[config.mk]
export PLATFORM = sky130hd
export DESIGN_NAME = zpg_frac_cell
export DESIGN_NICKNAME = d
export VERILOG_FILES = /design/src/rtl/zpg_pkg.sv /design/src/rtl/zpg_frac_cell.sv
export SDC_FILE = /design/constraint.sdc
export NUM_CORES = 1
export LEC_CHECK = 0
export BUFFER_PORTS_ARGS = -buffer_cell sky130_fd_sc_hd__buf_4
export CORE_MARGIN = 2
export CORE_UTILIZATION = 38
export DETAILED_ROUTE_END_ITERATION = 8
export PLACE_DENSITY_LB_ADDON = 0.08
export SLEW_MARGIN = 20
export SYNTH_ARGS = -nofsm -noshare
export SYNTH_HDL_FRONTEND = slang
export SYNTH_SLANG_ARGS = --single-unit
export TNS_END_PERCENT = 5
[constraint.sdc]
create_clock -name clk -period 6.2 [get_ports clk]
set_clock_uncertainty 0.05 [all_clocks]
set_input_delay 0.62 -clock clk [delete_from_list [all_inputs] [get_ports clk]]
set_output_delay 0.62 -clock clk [all_outputs]
set_load 0.005 [all_outputs]
[src/rtl/zpg_pkg.sv]
// ----------------------------------------------------------------------------
// Zone plate generator package
// Shared widths, register map, reset values and the sine table builder.
// ----------------------------------------------------------------------------
package zpg_pkg;

  // Field and port widths
  localparam int FRAME_TIME_W = 15;
  localparam int ROWS_W       = 13;
  localparam int COLS_W       = 13;
  localparam int COORD_W      = 12;
  localparam int LUMA_W       = 8;
  localparam int CFG_ADDR_W   = 4;
  localparam int CFG_DATA_W   = 32;

  // Parameter defaults
  localparam int PHASE_BITS_DEF     = 12;
  localparam int TIME_FRAC_BITS_DEF = 15;
  localparam int COORD_BITS_DEF     = 12;

  // Magnitude of 60*t*dx and width of dy*dy
  localparam int MAG_W = 32;
  localparam int DSQ_W = 24;

  // Register indexes
  localparam logic [1:0] REG_FRAME_TIME = 2'd0;
  localparam logic [1:0] REG_IMAGE_ROWS = 2'd1;
  localparam logic [1:0] REG_IMAGE_COLS = 2'd2;

  // Register reset values
  localparam logic [FRAME_TIME_W-1:0] FRAME_TIME_RST = '0;
  localparam logic [ROWS_W-1:0]       ROWS_RST       = 13'd1024;
  localparam logic [COLS_W-1:0]       COLS_RST       = 13'd1920;

  // Luma levels at the quarter turns
  localparam logic [LUMA_W-1:0] LUMA_MID = 8'd127;
  localparam logic [LUMA_W-1:0] LUMA_TOP = 8'd253;
  localparam logic [LUMA_W-1:0] LUMA_BOT = 8'd1;

  // Control word handed along the modulo cells
  typedef struct packed {
    logic vld;
    logic neg;
  } zpg_ctl_t;

  // Integer part of 126*sin for a point m of a quarter wave of 2^(pb-2) steps
  function automatic logic [6:0] sine_whole(int m, int pb);
    real ang;
    ang = 3.141592653589793 * m * (2.0 ** (1 - pb));
    return 7'($rtoi($floor(126.0 * $sin(ang))));
  endfunction

endpackage

[src/rtl/zpg_frac_cell.sv]
// ----------------------------------------------------------------------------
// Zone plate fraction cell
// One restoring division step giving the next phase index bit.
// ----------------------------------------------------------------------------
module zpg_frac_cell #(
  parameter int TIME_FRAC_BITS = zpg_pkg::TIME_FRAC_BITS_DEF,
  parameter int PHASE_BITS     = zpg_pkg::PHASE_BITS_DEF
) (
  input  logic                                                         clk,
  input  logic                                                         rst_n,
  input  logic                                                         vld_i,
  input  logic [TIME_FRAC_BITS+zpg_pkg::ROWS_W+zpg_pkg::COLS_W-1:0]    r_i,
  input  logic [PHASE_BITS-1:0]                                        k_i,
  input  logic [TIME_FRAC_BITS+zpg_pkg::ROWS_W+zpg_pkg::COLS_W-1:0]    den,
  output logic                                                         vld_o,
  output logic [TIME_FRAC_BITS+zpg_pkg::ROWS_W+zpg_pkg::COLS_W-1:0]    r_o,
  output logic [PHASE_BITS-1:0]                                        k_o
);
  import zpg_pkg::*;

  localparam int R_W = TIME_FRAC_BITS + ROWS_W + COLS_W;

  logic [R_W:0]          r2, d2;
  logic                  bit_nxt;
  logic [R_W-1:0]        r_nxt, r_r;
  logic [PHASE_BITS-1:0] k_nxt, k_r;
  logic                  vld_r;

  // Double the remainder and take off the denominator where it fits.
  always_comb begin
    r2      = {r_i, 1'b0};
    d2      = {1'b0, den};
    bit_nxt = (r2 >= d2);
    r_nxt   = bit_nxt ? R_W'(r2 - d2) : R_W'(r2);
    k_nxt   = {k_i[PHASE_BITS-2:0], bit_nxt};
  end

  always_ff @(posedge clk) begin
    if (!rst_n) begin
      vld_r <= 1'b0;
    end else begin
      vld_r <= vld_i;
    end
  end

  always_ff @(posedge clk) begin
    r_r <= r_nxt;
    k_r <= k_nxt;
  end

  assign vld_o = vld_r;
  assign r_o   = r_r;
  assign k_o   = k_r;

endmodule

==> summary by stage <==
Yosys
The cell count after synthesis came out at 483. In this run, synthesis produced a sequential element count of 54. Of all flip-flops after synthesis, the portion carrying an async set or reset was 0%. The count of unique library cells instantiated by Yosys is 60.

The largest family of logic cells by synthesized area is compound AO/OA/AOI/OAI gates. The post-synth net total is 622. The synthesized netlist devotes 22.7% of its cell area to compound gates.

The portion of netlist area occupied by mux cells is 12.2%. The post-synthesis share of cell area spent on and, or, nand and nor gates is 11.8%. The summed instance area of the synthesized netlist is 4220 µm². Sequential elements use 25.6% of the synthesized area. After Yosys synthesis, XOR and XNOR cells account for 7.68% of the synthesized area. The number of synthesis warnings is 0. Of the total synthesized cell area, the portion taken by full adders, half adders and majority gates is 12.6%. Counting flops with a built-in enable in the synthesized netlist gives 0. Dividing the synthesized area by the synthesized cell count gives 8.73 µm². The top flip-flop cell by instance count after synthesis is sky130_fd_sc_hd__dfxtp_1.

Cells and area
The number of non-filler instances in the completed layout is 767. The proportion of layout cells with a drive suffix above 1 is 32.4%. At the end of the flow the core is filled with cells to 50.9%. For this run, the post-layout net count is 765.

The number of antenna diodes is 0. From synthesis to final layout, the design area changed by 30.9%.

Global routing
The first global-routing pass estimated 17.1 mm of wire. The pin count of the biggest net entering global routing is 38. The total congestion overflow after global routing is 0. The number of global-route vias before repair came to 3788.

The number of antenna violations at the first check in global routing was 0. The global-route usage over all layers is 17.8%.

CTS
The maximum level of the CTS H-tree is 2. The number of hold buffers added after CTS is 0. TritonCTS built the clock tree. The clock slew at the register clock pins of the worst setup and hold paths is 0.10 ns. The buffer cell driving the clock tree root is sky130_fd_sc_hd__clkbuf_8. Post-CTS repair changed the size of 0 cells.

After clock tree synthesis, the setup repair step added 0 buffers. The number of CTS-inserted buffers is 5. The maximum clock path buffer count is 2. The clock drives 54 sinks.

Die
The floorplan step defined a core boundary enclosing 10800 µm². 151 I/O pins were placed. The die is 109 µm tall. Measured along the x axis, the die boundary spans 109 µm. The die area is 12000 µm². In this run the core area contains 38 standard-cell rows. The starting utilization of the core area is 38.9%.

Power and ir drop
Across the VDD grid, the largest voltage drop is 0.000101 V. Net switching is 31.1% of the power. The power density over the cells is 214 nW/µm². Power comes to 0.00118 W. Summed over all cells, the static leakage comes to 2.73 nW.

The internal power contribution is 0.000813 W. The portion of total power attributed to combinational logic is 42.9%. The total net switching power is 0.000367 W. The clock network accounts for 21.0% of the total power. Of the total power, registers draw 36.1%.

Placement
The count of port buffers added during placement is 149. Once placement completed, the tool counted placed cells totaling 759. The placed wire-length estimate after detailed placement is 8.67 mm. The congestion estimate from routability-driven global placement came to 0.819.

Min path
In this run the most critical hold path is launched from k_i[4]. The path class of the tightest hold or removal check is in2reg.

Worst setup path
The largest stage delay on the critical path is 0.55 ns. The critical path is of the in2reg type. The signal on the critical path passes through buf_4, ha_1, nand4_1, nor3_1, and3_1, a211oi_2, o21a_2, o21a_4, inv_6, mux2_2. The launching element of the worst setup path is r_i[17].

STA puts the critical path data required time at 6.38 ns. The data arrival time at the worst-slack endpoint is 3.57 ns. Of all nets on the critical path, the largest fanout is 37. The kind of start point of the critical path is an input port. The largest individual stage delay along the critical path comes from the cell sky130_fd_sc_hd__nor3_1.

The endpoint kind of the worst setup timing path is a flip-flop.

Outcome
The flow ran to the end, and the final reports show no timing, DRC or antenna violations.

Timing
The final-report max-slew violation count is 0. The minimum clock period is 3.39 ns. Setup repair after global routing left no endpoint under its margin. The number of hold-slack violations in the final timing report is 0. The total negative setup slack is 0 ns. The final-report setup violation count is 0. Measured against its own limit, the worst slew margin works out to 48.4%. For the pin with the worst max-slew slack, the measured transition is 0.765 ns. After layout, the worst path uses 54.6% of the clock period. The highest clock frequency the design can meet is 295 MHz.

Detailed routing
The post-route antenna net violation count is 0. The post-detailed-route via-to-cell ratio is 5.13. The first TritonRoute pass finished after 4 iterations. The final wirelength is 10.6 mm. The detailed router finished its first iteration with 139 violations. The wire length per cell after detailed routing is 13.8 µm. After detailed routing, the number of remaining DRC violations is 0. The final route contains 3935 vias.

Run
Across the run, the number of max-cap violations was 0.
==> critical path: cells and delay by family <==
family / cells / cell delay (ns)
and+or+nand+nor: 3 / 1.04
AOI/OAI and AO/OA: 3 / 0.65
buffers and inverters: 2 / 0.45
adders and majority gates: 1 / 0.41
muxes: 1 / 0.39
==> metrics by stage <==
step / worst slack [ns] / hold WS [ns] / cell area [µm²]
after global placement: 2.50 / 0.674 / 5410
after detailed placement: 2.43 / 0.676 / 5410
after floorplan: 3.06 / 0.598 / 4220
after global routing: 2.61 / 0.320 / 5520
final: 2.81 / 0.341 / 5520
after CTS: 2.80 / 0.322 / 5520
==> placed cells by master (no fill, tap or decap), types with 3 or more instances in the layout <==
master                      count
sky130_fd_sc_hd__nand3_1       10
sky130_fd_sc_hd__nor3_1         9
sky130_fd_sc_hd__mux2i_1        3
sky130_fd_sc_hd__mux2_4        27
sky130_fd_sc_hd__o211ai_1       6
sky130_fd_sc_hd__nand4_1        8
sky130_fd_sc_hd__mux2_2         7
sky130_fd_sc_hd__o21a_1         4
sky130_fd_sc_hd__buf_4        149
sky130_fd_sc_hd__a211oi_1       7
sky130_fd_sc_hd__o21ai_0       19
sky130_fd_sc_hd__o22ai_1        3
sky130_fd_sc_hd__inv_1         53
sky130_fd_sc_hd__clkbuf_8       5
sky130_fd_sc_hd__nor2b_1        3
sky130_fd_sc_hd__o31ai_1        3
sky130_fd_sc_hd__a21oi_1       43
sky130_fd_sc_hd__ha_1          41
sky130_fd_sc_hd__a31oi_1        4
sky130_fd_sc_hd__and3_1         4
sky130_fd_sc_hd__o21bai_1      13
sky130_fd_sc_hd__nor2_1        31
sky130_fd_sc_hd__xnor2_1       25
sky130_fd_sc_hd__nand2_1       25
sky130_fd_sc_hd__a2111oi_0      3
sky130_fd_sc_hd__dfxtp_1       54
sky130_fd_sc_hd__xor2_1        12
sky130_fd_sc_hd__a21o_1        13
==> final timing paths <==
check / cells after the start / slack, ns / end
worst max-delay path: 10 / 2.81 / r_o[3]
worst min-delay path: 1 / 0.34 / k_o[5]
==> synthesized netlist by cell type (8+ instances only) <==
library cell	n	share of area [%]
sky130_fd_sc_hd__dfxtp_1	54	26
sky130_fd_sc_hd__o21bai_1	13	2.3
sky130_fd_sc_hd__inv_1	53	4.7
sky130_fd_sc_hd__a21o_1	13	2.3
sky130_fd_sc_hd__o21ai_0	19	2.3
sky130_fd_sc_hd__nand4_1	8	1.2
sky130_fd_sc_hd__nand2_1	25	2.2
sky130_fd_sc_hd__xor2_1	12	2.5
sky130_fd_sc_hd__nor3_1	9	1.1
sky130_fd_sc_hd__ha_1	41	12
sky130_fd_sc_hd__mux2_4	27	9.6
sky130_fd_sc_hd__nand3_1	10	1.2
sky130_fd_sc_hd__nor2_1	31	2.8
sky130_fd_sc_hd__xnor2_1	25	5.2
sky130_fd_sc_hd__a21oi_1	43	5.1
==> flip-flops by register name, indices dropped and copies added (netlist names) <==
name	cells
r_o	41
vld_o	1
k_o	12
==> final cells by class <==
cell class / instances / area (µm²)
repair buffers: 149 / 1120
clock buffers: 5 / 68.8
well taps: 140 / 175
multi-input cells: 362 / 2830
clock inverters: 3 / 45.0
flip-flops and latches: 54 / 1080
fillers: 1098 / 5320
inverters: 54 / 208
==> power groups by stage <==
stage / combinational, W / clock [W] / sequential [W]
6_report: 0.000507 / 0.000247 / 0.000427
5_1_grt: 0.000561 / 0.000272 / 0.000433
3_3_place_gp: 0.000505 / 0 / 0.000433
3_5_place_dp: 0.000510 / 0 / 0.000435
2_1_floorplan: 0.000306 / 0 / 0.000442
4_1_cts: 0.000512 / 0.000262 / 0.000428
==> layer usage <==
metal	part of all wire (%)	routed length, µm	GRT usage (%)	vias up
li1	-	-	-	2009
met1	44	4720	22.2	1818
met2	48	5080	30.7	103
met3	6.8	717	4.39	5
met4	0.88	93	4.43	0
met5	0	0	0	-
==> logic make-up after synthesis <==
kind of cell,after synthesis
flops,54
simple gates,104
mux,37
buf+inv,67
compound gates,142
xor+xnor,37
fa+ha+maj,42
Note: power is estimated with default switching activity, not from simulation.
