**src/rtl/zpg_pkg.sv**
```systemverilog
// ----------------------------------------------------------------------------
// Zone plate generator package
// Shared widths, register map, reset values and the sine table builder.
// ----------------------------------------------------------------------------
package zpg_pkg;

  // Field and port widths
  localparam int FRAME_TIME_W = 15;
  localparam int ROWS_W       = 13;
  localparam int COLS_W       = 13;
  localparam int COORD_W      = 12;
  localparam int LUMA_W       = 8;
  localparam int CFG_ADDR_W   = 4;
  localparam int CFG_DATA_W   = 32;

  // Parameter defaults
  localparam int PHASE_BITS_DEF     = 12;
  localparam int TIME_FRAC_BITS_DEF = 15;
  localparam int COORD_BITS_DEF     = 12;

  // Magnitude of 60*t*dx and width of dy*dy
  localparam int MAG_W = 32;
  localparam int DSQ_W = 24;

  // Register indexes
  localparam logic [1:0] REG_FRAME_TIME = 2'd0;
  localparam logic [1:0] REG_IMAGE_ROWS = 2'd1;
  localparam logic [1:0] REG_IMAGE_COLS = 2'd2;

  // Register reset values
  localparam logic [FRAME_TIME_W-1:0] FRAME_TIME_RST = '0;
  localparam logic [ROWS_W-1:0]       ROWS_RST       = 13'd1024;
  localparam logic [COLS_W-1:0]       COLS_RST       = 13'd1920;

  // Luma levels at the quarter turns
  localparam logic [LUMA_W-1:0] LUMA_MID = 8'd127;
  localparam logic [LUMA_W-1:0] LUMA_TOP = 8'd253;
  localparam logic [LUMA_W-1:0] LUMA_BOT = 8'd1;

  // Control word handed along the modulo cells
  typedef struct packed {
    logic vld;
    logic neg;
  } zpg_ctl_t;

  // Integer part of 126*sin for a point m of a quarter wave of 2^(pb-2) steps
  function automatic logic [6:0] sine_whole(int m, int pb);
    real ang;
    ang = 3.141592653589793 * m * (2.0 ** (1 - pb));
    return 7'($rtoi($floor(126.0 * $sin(ang))));
  endfunction

endpackage

```
**src/rtl/zpg_mod_cell.sv**
```systemverilog
// ----------------------------------------------------------------------------
// Zone plate modulo cell
// One restoring step of two remainders at a fixed shift, registered.
// ----------------------------------------------------------------------------
module zpg_mod_cell #(
  parameter int TIME_FRAC_BITS = zpg_pkg::TIME_FRAC_BITS_DEF,
  parameter int STEPS          = 24,
  parameter int SHIFT          = 0
) (
  input  logic                                         clk,
  input  logic                                         rst_n,
  input  zpg_pkg::zpg_ctl_t                            ctl_i,
  input  logic [zpg_pkg::MAG_W-1:0]                    ra_i,
  input  logic [zpg_pkg::DSQ_W-1:0]                    rb_i,
  input  logic [TIME_FRAC_BITS+zpg_pkg::COLS_W-1:0]    ma,
  input  logic [zpg_pkg::ROWS_W-1:0]                   mb,
  output zpg_pkg::zpg_ctl_t                            ctl_o,
  output logic [zpg_pkg::MAG_W-1:0]                    ra_o,
  output logic [zpg_pkg::DSQ_W-1:0]                    rb_o
);
  import zpg_pkg::*;

  localparam int MA_W = TIME_FRAC_BITS + COLS_W;
  localparam int EA_W = MA_W + STEPS;
  localparam int EB_W = ROWS_W + STEPS;

  logic [EA_W-1:0]  sa, ea;
  logic [EB_W-1:0]  sb, eb;
  logic [MAG_W-1:0] ra_nxt, ra_r;
  logic [DSQ_W-1:0] rb_nxt, rb_r;
  zpg_ctl_t         ctl_r;

  // Subtract the shifted modulus where it fits.
  always_comb begin
    sa = EA_W'(ma) << SHIFT;
    ea = EA_W'(ra_i);
    sb = EB_W'(mb) << SHIFT;
    eb = EB_W'(rb_i);
    ra_nxt = (ea >= sa) ? MAG_W'(ea - sa) : ra_i;
    rb_nxt = (eb >= sb) ? DSQ_W'(eb - sb) : rb_i;
  end

  // Control word.
  always_ff @(posedge clk) begin
    if (!rst_n) begin
      ctl_r <= '0;
    end else begin
      ctl_r <= ctl_i;
    end
  end

  // Remainders.
  always_ff @(posedge clk) begin
    ra_r <= ra_nxt;
    rb_r <= rb_nxt;
  end

  assign ctl_o = ctl_r;
  assign ra_o  = ra_r;
  assign rb_o  = rb_r;

endmodule

```
**config.mk**
```make
export PLATFORM = sky130hd
export DESIGN_NAME = zpg_mod_cell
export DESIGN_NICKNAME = d
export VERILOG_FILES = /design/src/rtl/zpg_pkg.sv /design/src/rtl/zpg_mod_cell.sv
export SDC_FILE = /design/constraint.sdc
export NUM_CORES = 1
export LEC_CHECK = 0
export BUFFER_PORTS_ARGS = -buffer_cell sky130_fd_sc_hd__buf_2
export CORE_AREA = 2 2 102 104
export CTS_BUF_LIST = sky130_fd_sc_hd__clkbuf_16
export CTS_CLUSTER_SIZE = 20
export DETAILED_ROUTE_END_ITERATION = 16
export DIE_AREA = 0 0 104 106
export PLACE_DENSITY = 0.73
export RECOVER_POWER = 100
export SETUP_SLACK_MARGIN = 0.3
export SYNTH_ARGS = -nofsm -noshare
export SYNTH_HDL_FRONTEND = slang
export SYNTH_SLANG_ARGS = --single-unit
```
**constraint.sdc**
```tcl
create_clock -name clk -period 3 [get_ports clk]
set_input_delay 0.15 -clock clk [delete_from_list [all_inputs] [get_ports clk]]
set_output_delay 0.15 -clock clk [all_outputs]
set_load 0.005 [all_outputs]
```
==> run_results.csv, run 1 <==
group,metric,value,unit
status,outcome,"finished, final reports clean",
clock_tree,clk_pin_slew,0.05,ns
critical_path,worstPathMaxFanout,16,
timing,grt_setup_unrepaired,"no",
yosys,synth.area.top_cells,"dfxtp_1 (26%), ha_1 (12%), xnor2_1 (6.6%), inv_1 (4.8%), a21oi_1 (4.7%)",
run,drv_cap,0,
timing,finalCritPeriodShare,0.850,
critical_path,crit_path_start_kind,"primary input",
critical_path,arrival,2.80,ns
grt,grt_use_total,0.211,
route,firstDrtPassIters,4,
pwr,p_leak,2.75,nW
route,wl,11500,µm
min_path,hold_depth,2,
min_path,min_from,"rb_i[16]",
grt,grt_max_degree,29,
die,fp-row-count,37,
finish,area_delta_synth_final,25.8,%
yosys,synth_area,4400,µm²
critical_path,crit_required,3.25,ns
die,io_pins,159,
grt,first_global_vias,4238,
route,route.detailed.drc,0,
timing,max-slew-margin-rel,0.568,
grt,antenna_found_initial,1,
clock_tree,cts-htree-levels,3,
clock_tree,root_buffer,"clkbuf_16",
route,via_per_inst,5.20,
die,die_x,104,µm
route,vias,4340,
yosys,yosysWarnings,0,
min_path,whs_endpoint,"rb_o[16]",
critical_path,critPathKind,"primary input to register",
clock_tree,clock_sinks,58,
critical_path,worstSetupEndpointType,"register",
yosys,synth_top_cell_area_share,0.264,
timing,finalSetupTns,0,ns
yosys,ys_top_cells_by_count,"dfxtp_1 (58), inv_1 (56), nor2_1 (54), a21oi_1 (41), ha_1 (41)",
place,dp_hpwl,9260,µm
die,core_area,10000,µm²
yosys,synth_top_area_cell,"dfxtp_1",
pwr,peakVddDrop,0.223,mV
clock_tree,postCtsSetupBuffers,0,
route,wl_per_cell,13.8,µm
clock_tree,cts_tree,"done",
grt,grt_pass1_wl,19200,µm
yosys,synthMostInstantiatedCell,"dfxtp_1",
timing,drv_slew,0,
yosys,synth_seq_cells,58,
yosys,ys_async_sr_fraction,0,
grt,gr-total-overflow,0,
route,drt.antenna.violating_nets,0,
timing,period_minus_slack,2.55,ns
route,drt-initial-drc-count,142,
timing,worst_pin_slew,0.649,ns
yosys,synth_cells,538,
min_path,min_path_type,"primary input to register",
yosys,synth_edf_count,0,
yosys,yosysSeqAreaShare,0.264,
yosys,avgSynthCellArea,8.18,µm²
timing,holdWs,0.0206,ns
die,die_height,106,µm
clock_tree,cts.path.max_buffers,2,
timing,hold_viol,0,
clock_tree,cts.repair.resized,0,
timing,fmax,392,MHz
pwr,powerDensity,517,nW/µm²
die,initial_core_util,0.440,
finish,drive_above_1_share,0.274,
clock_tree,cts_buffers,9,
clock_tree,cts_hold_buf,0,
yosys,synthFlopType,"dfxtp_1",
place,place_congestion,0.861,
timing,finalSetupViolations,0,
yosys,synth_cell_types,63,
die,die_area,11000,µm²
finish,nNetsFinal,838,
place,port_buffers,158,
yosys,syn_nets,682,
per-layer routing:
metal / up-vias / global-route usage / share of wire
met5: - / 0 / 0
met4: 0 / 0.0714 / 0.023
met3: 25 / 0.0509 / 0.063
met2: 151 / 0.367 / 0.47
met1: 1967 / 0.254 / 0.44
li1: 2197 / - / -
area by class of cell:
cell class / instances / area (µm²)
Clock buffer: 9 / 225
Antenna cell: 1 / 2.50
Inverter: 56 / 210
Clock inverter: 6 / 58.8
Multi-Input combinational cell: 406 / 2890
Sequential cell: 58 / 1160
Timing Repair Buffer: 163 / 812
Tap cell: 136 / 170
Fill cell: 950 / 4470
cell usage in the layout, fill, tap and decap left out, drive strengths merged, types with 4 or more instances in the layout:
cell	instances
o21ai	18
nand2	31
mux2	9
o21a	8
buf	141
o21bai	6
xnor2	33
nor2b	7
o211ai	5
xor2	14
dfxtp	58
nor3	6
inv	56
nor2	54
ha	41
a21o	26
clkbuf	31
o31ai	5
nand4	16
nand3	10
or4	4
a21oi	62
critical path, cell delays in order:
cell and delay (ns):
buf_2 0.09, inv_1 0.04, ha_1 0.21, fa_1 0.42
nor2b_1 0.13, o21ai_0 0.11, a21oi_1 0.26, o31ai_1 0.17
o21ai_0 0.27, a211o_1 0.48, buf_4 0.27, nor2_1 0.05
a21oi_1 0.14
worst max path at each step:
stage	slack, ns	to	start
after global placement	0.35	ra_o[22]	ra_i[0]
after detailed placement	0.27	ra_o[22]	ra_i[0]
after global routing	0.25	ra_o[22]	ra_i[0]
after CTS	0.62	rb_o[0]	rb_i[0]
after floorplan	0.69	ra_o[29]	ra_i[0]
final	0.45	rb_o[0]	rb_i[0]
sequential cells by signal, indices dropped and copies added, names as in the netlist:
register,cells
ctl_o,2
ra_o,32
rb_o,24
cell families (layout without fill, tap and decap cells):
logic type / Yosys count / in the layout / share of synthesized area
AND/OR/NAND/NOR: 155 / 155 / 0.178
AO/OA/AOI/OAI: 151 / 151 / 0.241
buffers and inverters: 74 / 234 / 0.0725
flip-flops: 58 / 58 / 0.264
XOR/XNOR: 47 / 47 / 0.0936
adder cells (fa/ha/maj): 43 / 43 / 0.126
multiplexers: 10 / 10 / 0.0253
other: 0 / 1 / 0
through the flow:
step	utilization	cells	cell area, µm²	total power, mW	setup slack (ns)
6_report	0.553	835	5530	2.86	0.449
5_1_grt	0.553	835	5530	3.03	0.247
4_1_cts	0.559	834	5590	2.91	0.618
3_5_place_dp	0.530	819	5300	1.89	0.272
3_3_place_gp	0.530	819	5300	1.87	0.352
2_1_floorplan	-	538	4400	1.56	0.692
report_power, final:
part	total, mW	switching (mW)	internal, mW
Combinational	0.904	0.471	0.434
Clock	1.00	0.371	0.631
Sequential	0.954	0.0354	0.918
Power figures use the tool's default switching activity.
==> run 2, diff against run 1 <==
PLACE_DENSITY = 0.76   (was 0.73)
clock period = 2.3 ns   (was 3 ns; I/O delays follow)
==> run 2 against run 1 <==
The flow now finishes with violations (negative hold slack). First-iteration DRC count is 54% higher. Non-clock buffer count is 75 higher. Utilization is 11 points higher. Routed wire length is 22% higher. Clock-buffer cell count stayed put. Via count is 11% higher.
==> run_results.csv, run 2 (synthesis results as in run 1) <==
group,metric,value,unit
status,outcome,"complete, but fails checks",
status,violations,"negative hold slack",
route,wl_met3,838,µm
route,drt-initial-drc-count,219,
run,drv_cap,0,
finish,nNetsFinal,916,
critical_path,arrival,2.37,ns
finish,fillers,848,
clock_tree,cts-htree-levels,3,
critical_path,critPathKind,"primary input to register",
grt,gr-total-overflow,0,
die,initial_core_util,0.440,
timing,hold_viol,1,
route,vias,4803,
finish,largest_reg_flops,32,
pwr,intPower,2.76,mW
route,via_per_inst,5.26,
die,die_x,104,µm
critical_path,worstSetupEndpointType,"register",
die,fp-row-count,37,
clock_tree,clk_pin_slew,0.05,ns
pwr,switching_share,0.319,
clock_tree,cts.path.max_buffers,2,
finish,insertedDiodeCount,0,
route,wl_per_cell,15.4,µm
finish,post-route-util,0.664,
clock_tree,cts_buffers,9,
timing,max-slew-margin-rel,0.656,
place,place_inst,877,
place,dp_hpwl,10000,µm
timing,fmax,468,MHz
pwr,p_seq_frac,0.308,
route,wl_met1,5930,µm
finish,drive_above_1_share,0.405,
pwr,clkPwrFrac,0.326,
pwr,p_leak,3.17,nW
critical_path,crit_required,2.53,ns
timing,finalCritPeriodShare,0.929,
finish,final_cell_mix,"buf_2 (130), buf_4 (62), dfxtp_1 (58)",
grt,first_global_vias,4708,
place,place_congestion,0.878,
timing,holdWs,-0.00335,ns
pwr,peakVddDrop,0.438,mV
finish,layout.cells.non_filler,913,
route,route.detailed.drc,0,
die,io_pins,159,
grt,grt_max_degree,15,
critical_path,crit_path_start_kind,"primary input",
timing,period_minus_slack,2.14,ns
clock_tree,clock_sinks,58,
pwr,p_total,4.06,mW
route,drt.antenna.violating_nets,0,
pwr,powerDensity,611,nW/µm²
clock_tree,root_buffer,"clkbuf_16",
pwr,switchingPower,1.29,mW
min_path,min_path_type,"primary input to register",
route,wl,14100,µm
clock_tree,cts_tree,"done",
finish,layout_commonest_cell,"buf_2",
pwr,combPwrFrac,0.366,
critical_path,worstPathMaxFanout,5,
die,die_height,106,µm
grt,antenna_found_initial,0,
route,route.met2.wl,6930,µm
die,core_area,10000,µm²
route,highest_layer,"met4",
place,port_buffers,158,
timing,drv_slew,0,
timing,finalSetupViolations,0,
timing,grt_setup_unrepaired,"yes",
timing,worst_pin_slew,0.503,ns
grt,grt_use_total,0.234,
die,die_area,11000,µm²
grt,grt_pass1_wl,21200,µm
route,firstDrtPassIters,5,
finish,area_delta_synth_final,51.0,%
==> run 2: cell count changes in the layout (fill, tap and decap cells not counted), moves of 5 or more <==
cell,delta
buf_4,+58
nor2_1,-18
nor2_4,+14
ha_1,-12
ha_4,+8
buf_6,+7
clkbuf_1,+6
buf_2,-5
dlygate4sd3_1,+5
==> run 2: power groups by stage <==
stage               sequential [mW]  combinational, mW  clock [mW]
finish                         1.25               1.48        1.32
detailed placement             1.26               1.37           0
floorplan                      1.29              0.771           0
global route                   1.26               1.62        1.37
CTS                            1.25               1.40        1.33
global placement               1.26               1.34           0
==> run 2: routing by layer <==
layer	vias up	global-route usage
met2	166	0.408
met4	0	0.0801
met3	28	0.0515
li1	2362	-
met5	-	0
met1	2247	0.285
==> run 2: metrics by stage <==
| stage | instance area (µm²) | setup TNS (ns) | worst slack [ns] |
|---|---|---|---|
| global placement | 5870 | -7.58 | -0.246 |
| CTS | 6300 | 0 | 0.270 |
| global route | 6640 | 0 | 0.0840 |
| detailed placement | 5870 | -9.54 | -0.339 |
| floorplan | 4560 | 0 | 0.0887 |
| finish | 6640 | 0 | 0.163 |
==> run 2: final timing paths <==
kind                      from  depth (start not counted)        to
worst min-delay path  rb_i[16]                          2  rb_o[16]
worst max-delay path     ma[0]                         11  ra_o[26]
==> run 2: layout make-up <==
class / count / area [µm²] / share of cell area
Multi-Input combinational cell: 409 / 3320 / 0.500
Timing Repair Buffer: 238 / 1470 / 0.221
Tap cell: 136 / 170 / 0.0256
Sequential cell: 58 / 1160 / 0.175
Clock inverter: 7 / 61.3 / 0.00923
Inverter: 56 / 235 / 0.0354
Clock buffer: 9 / 225 / 0.0339
==> run 2: what timing repair did <==
action | in CTS | in global routing
hold buffers | 5 | 0
gates resized for setup | 11 | 79
setup endpoints to repair | 42 | 53
cloned | 2 | 2
hold endpoints to repair | 5 | 0
pin swaps | 8 | 33
buffers inserted | 2 | 9
==> run 2: critical path: stages <==
cell     delay (ns)
buf_2          0.12
ha_4           0.16
fa_1           0.44
nor2b_4        0.17
o31ai_4        0.07
nor3b_4        0.16
o21ai_2        0.15
a211o_1        0.31
o21a_1         0.35
nor2_1         0.11
a31o_4         0.21
==> run 3, diff against run 2 <==
clock period = 1.94 ns   (was 2.3 ns; I/O delays follow)
==> run 3 against run 2 <==
Routed wire length increased by 11%. Non-clock buffer count rose by 78. Sequential cell count unchanged. Power grew 28%. Global-route usage increased by 3.8 points. Highest routed layer unchanged. Critical path depth is 1 higher. Largest cell class unchanged. Clock power rose by 29%. First-iteration DRC count rose by 18%. The run ends with negative setup slack left. Sequential power grew 18%.
==> run_results.csv, run 3 (synthesis results as in run 1) <==
group,metric,value,unit
status,outcome,"complete, but fails checks",
status,violations,"negative setup slack",
route,vias,5187,
timing,fmax,483,MHz
clock_tree,cts-htree-levels,3,
critical_path,worstSetupEndpointType,"register",
timing,max-slew-margin-rel,0.674,
finish,post-route-util,0.751,
timing,drv_slew,0,
finish,layout.cells.non_filler,990,
clock_tree,cts_tree,"done",
route,wl,15700,µm
route,drt.antenna.violating_nets,0,
grt,gr-total-overflow,0,
grt,grt_max_degree,11,
timing,finalSetupViolations,41,
grt,antenna_found_initial,2,
clock_tree,clk_pin_slew,0.05,ns
pwr,p_total,5.20,mW
critical_path,crit_required,2.15,ns
route,route.detailed.drc,0,
place,place_congestion,0.909,
finish,area_delta_synth_final,70.6,%
die,core_area,10000,µm²
finish,fillers,727,
die,initial_core_util,0.440,
die,die_x,104,µm
grt,grt_pass1_wl,24500,µm
place,dp_hpwl,10800,µm
timing,holdWs,0.00458,ns
route,drt-initial-drc-count,259,
min_path,min_path_type,"primary input to register",
route,wl_per_cell,15.8,µm
grt,first_global_vias,5317,
die,fp-row-count,37,
place,port_buffers,158,
timing,finalCritPeriodShare,1.07,
pwr,powerDensity,693,nW/µm²
clock_tree,root_buffer,"clkbuf_16",
critical_path,critPathKind,"primary input to register",
timing,finalSetupTns,-2.44,ns
finish,drive_above_1_share,0.485,
place,place_ws,-0.674,ns
die,die_height,106,µm
clock_tree,cts_buffers,9,
die,die_area,11000,µm²
grt,grt_use_total,0.272,
timing,period_minus_slack,2.07,ns
timing,worst_slack,-0.131,ns
route,firstDrtPassIters,5,
pwr,p_leak,3.68,nW
finish,largest_reg_flops,32,
finish,nNetsFinal,992,
clock_tree,clock_sinks,58,
timing,grt_setup_unrepaired,"yes",
finish,layout_commonest_cell,"buf_2",
place,place_inst,934,
run,drv_cap,0,
finish,final_cell_mix,"buf_2 (132), buf_4 (124), dfxtp_1 (58)",
route,via_per_inst,5.24,
critical_path,worstPathMaxFanout,7,
die,io_pins,159,
timing,worst_pin_slew,0.487,ns
finish,finish.instance_area,7500,µm²
clock_tree,cts.path.max_buffers,2,
place,dpl_cell_area,6320,µm²
timing,hold_viol,0,
critical_path,crit_path_start_kind,"primary input",
pwr,peakVddDrop,0.558,mV
critical_path,arrival,2.28,ns
==> run 3: changes by cell type in the layout (fill, tap and decap cells not counted), sizes merged, moves of 2 or more <==
cell         previous run  this run
buf                   204       281
clkinvlp                2         0
dlygate4sd3             5        12
clkbuf                 38        32
diode                   0         2
o21a                   11         9
==> run 3: final timing paths <==
path,start,end,slack (ns),cells after the start
min,rb_i[18],rb_o[18],0.005,2
max,ra_i[23],ra_o[18],-0.13,12
==> run 3: critical path, cell delays in order <==
cell	delay [ns]
buf_2	0.11
ha_1	0.34
a21oi_2	0.19
o21ai_1	0.13
a221o_1	0.37
nand2_1	0.12
nand3_1	0.15
o21a_4	0.32
buf_6	0.15
clkbuf_16	0.15
nor2_2	0.09
a21oi_2	0.04
==> run 3: cell type report <==
| cell class | instances | area (µm²) | share of cell area |
|---|---|---|---|
| multi-input combinational | 407 | 3420 | 0.456 |
| timing repair buffer | 316 | 2200 | 0.293 |
| sequential | 58 | 1160 | 0.155 |
| inverter | 56 | 238 | 0.0317 |
| clock buffer | 9 | 225 | 0.0300 |
| tap | 136 | 170 | 0.0227 |
| clock inverter | 6 | 82.6 | 0.0110 |
| antenna | 2 | 5.00 | 0.000667 |
==> run 3: what timing repair did <==
| action | in CTS | in global routing |
|---|---|---|
| setup buffers | 16 | 4 |
| endpoints found under the hold margin | 10 | 0 |
| hold buffers | 12 | 0 |
| cloned | 6 | 1 |
| pin swaps | 36 | 22 |
| endpoints found under the setup margin | 56 | 56 |
| gates resized for setup | 72 | 51 |
==> run 3: report_power, final <==
part	switching [mW]	internal (mW)	leakage, nW
clock network	0.587	1.11	0.153
registers	0.0591	1.42	0.489
logic	0.958	1.06	3.04
total	1.60	3.59	3.68
==> run 3: layer usage <==
metal | track usage | vias up | wire, µm | part of all wire
li1 | - | 2517 | - | -
met1 | 0.314 | 2413 | 6360 | 0.41
met5 | 0 | - | 0 | 0
met3 | 0.0490 | 42 | 883 | 0.056
met2 | 0.483 | 215 | 7880 | 0.50
met4 | 0.139 | 0 | 530 | 0.034
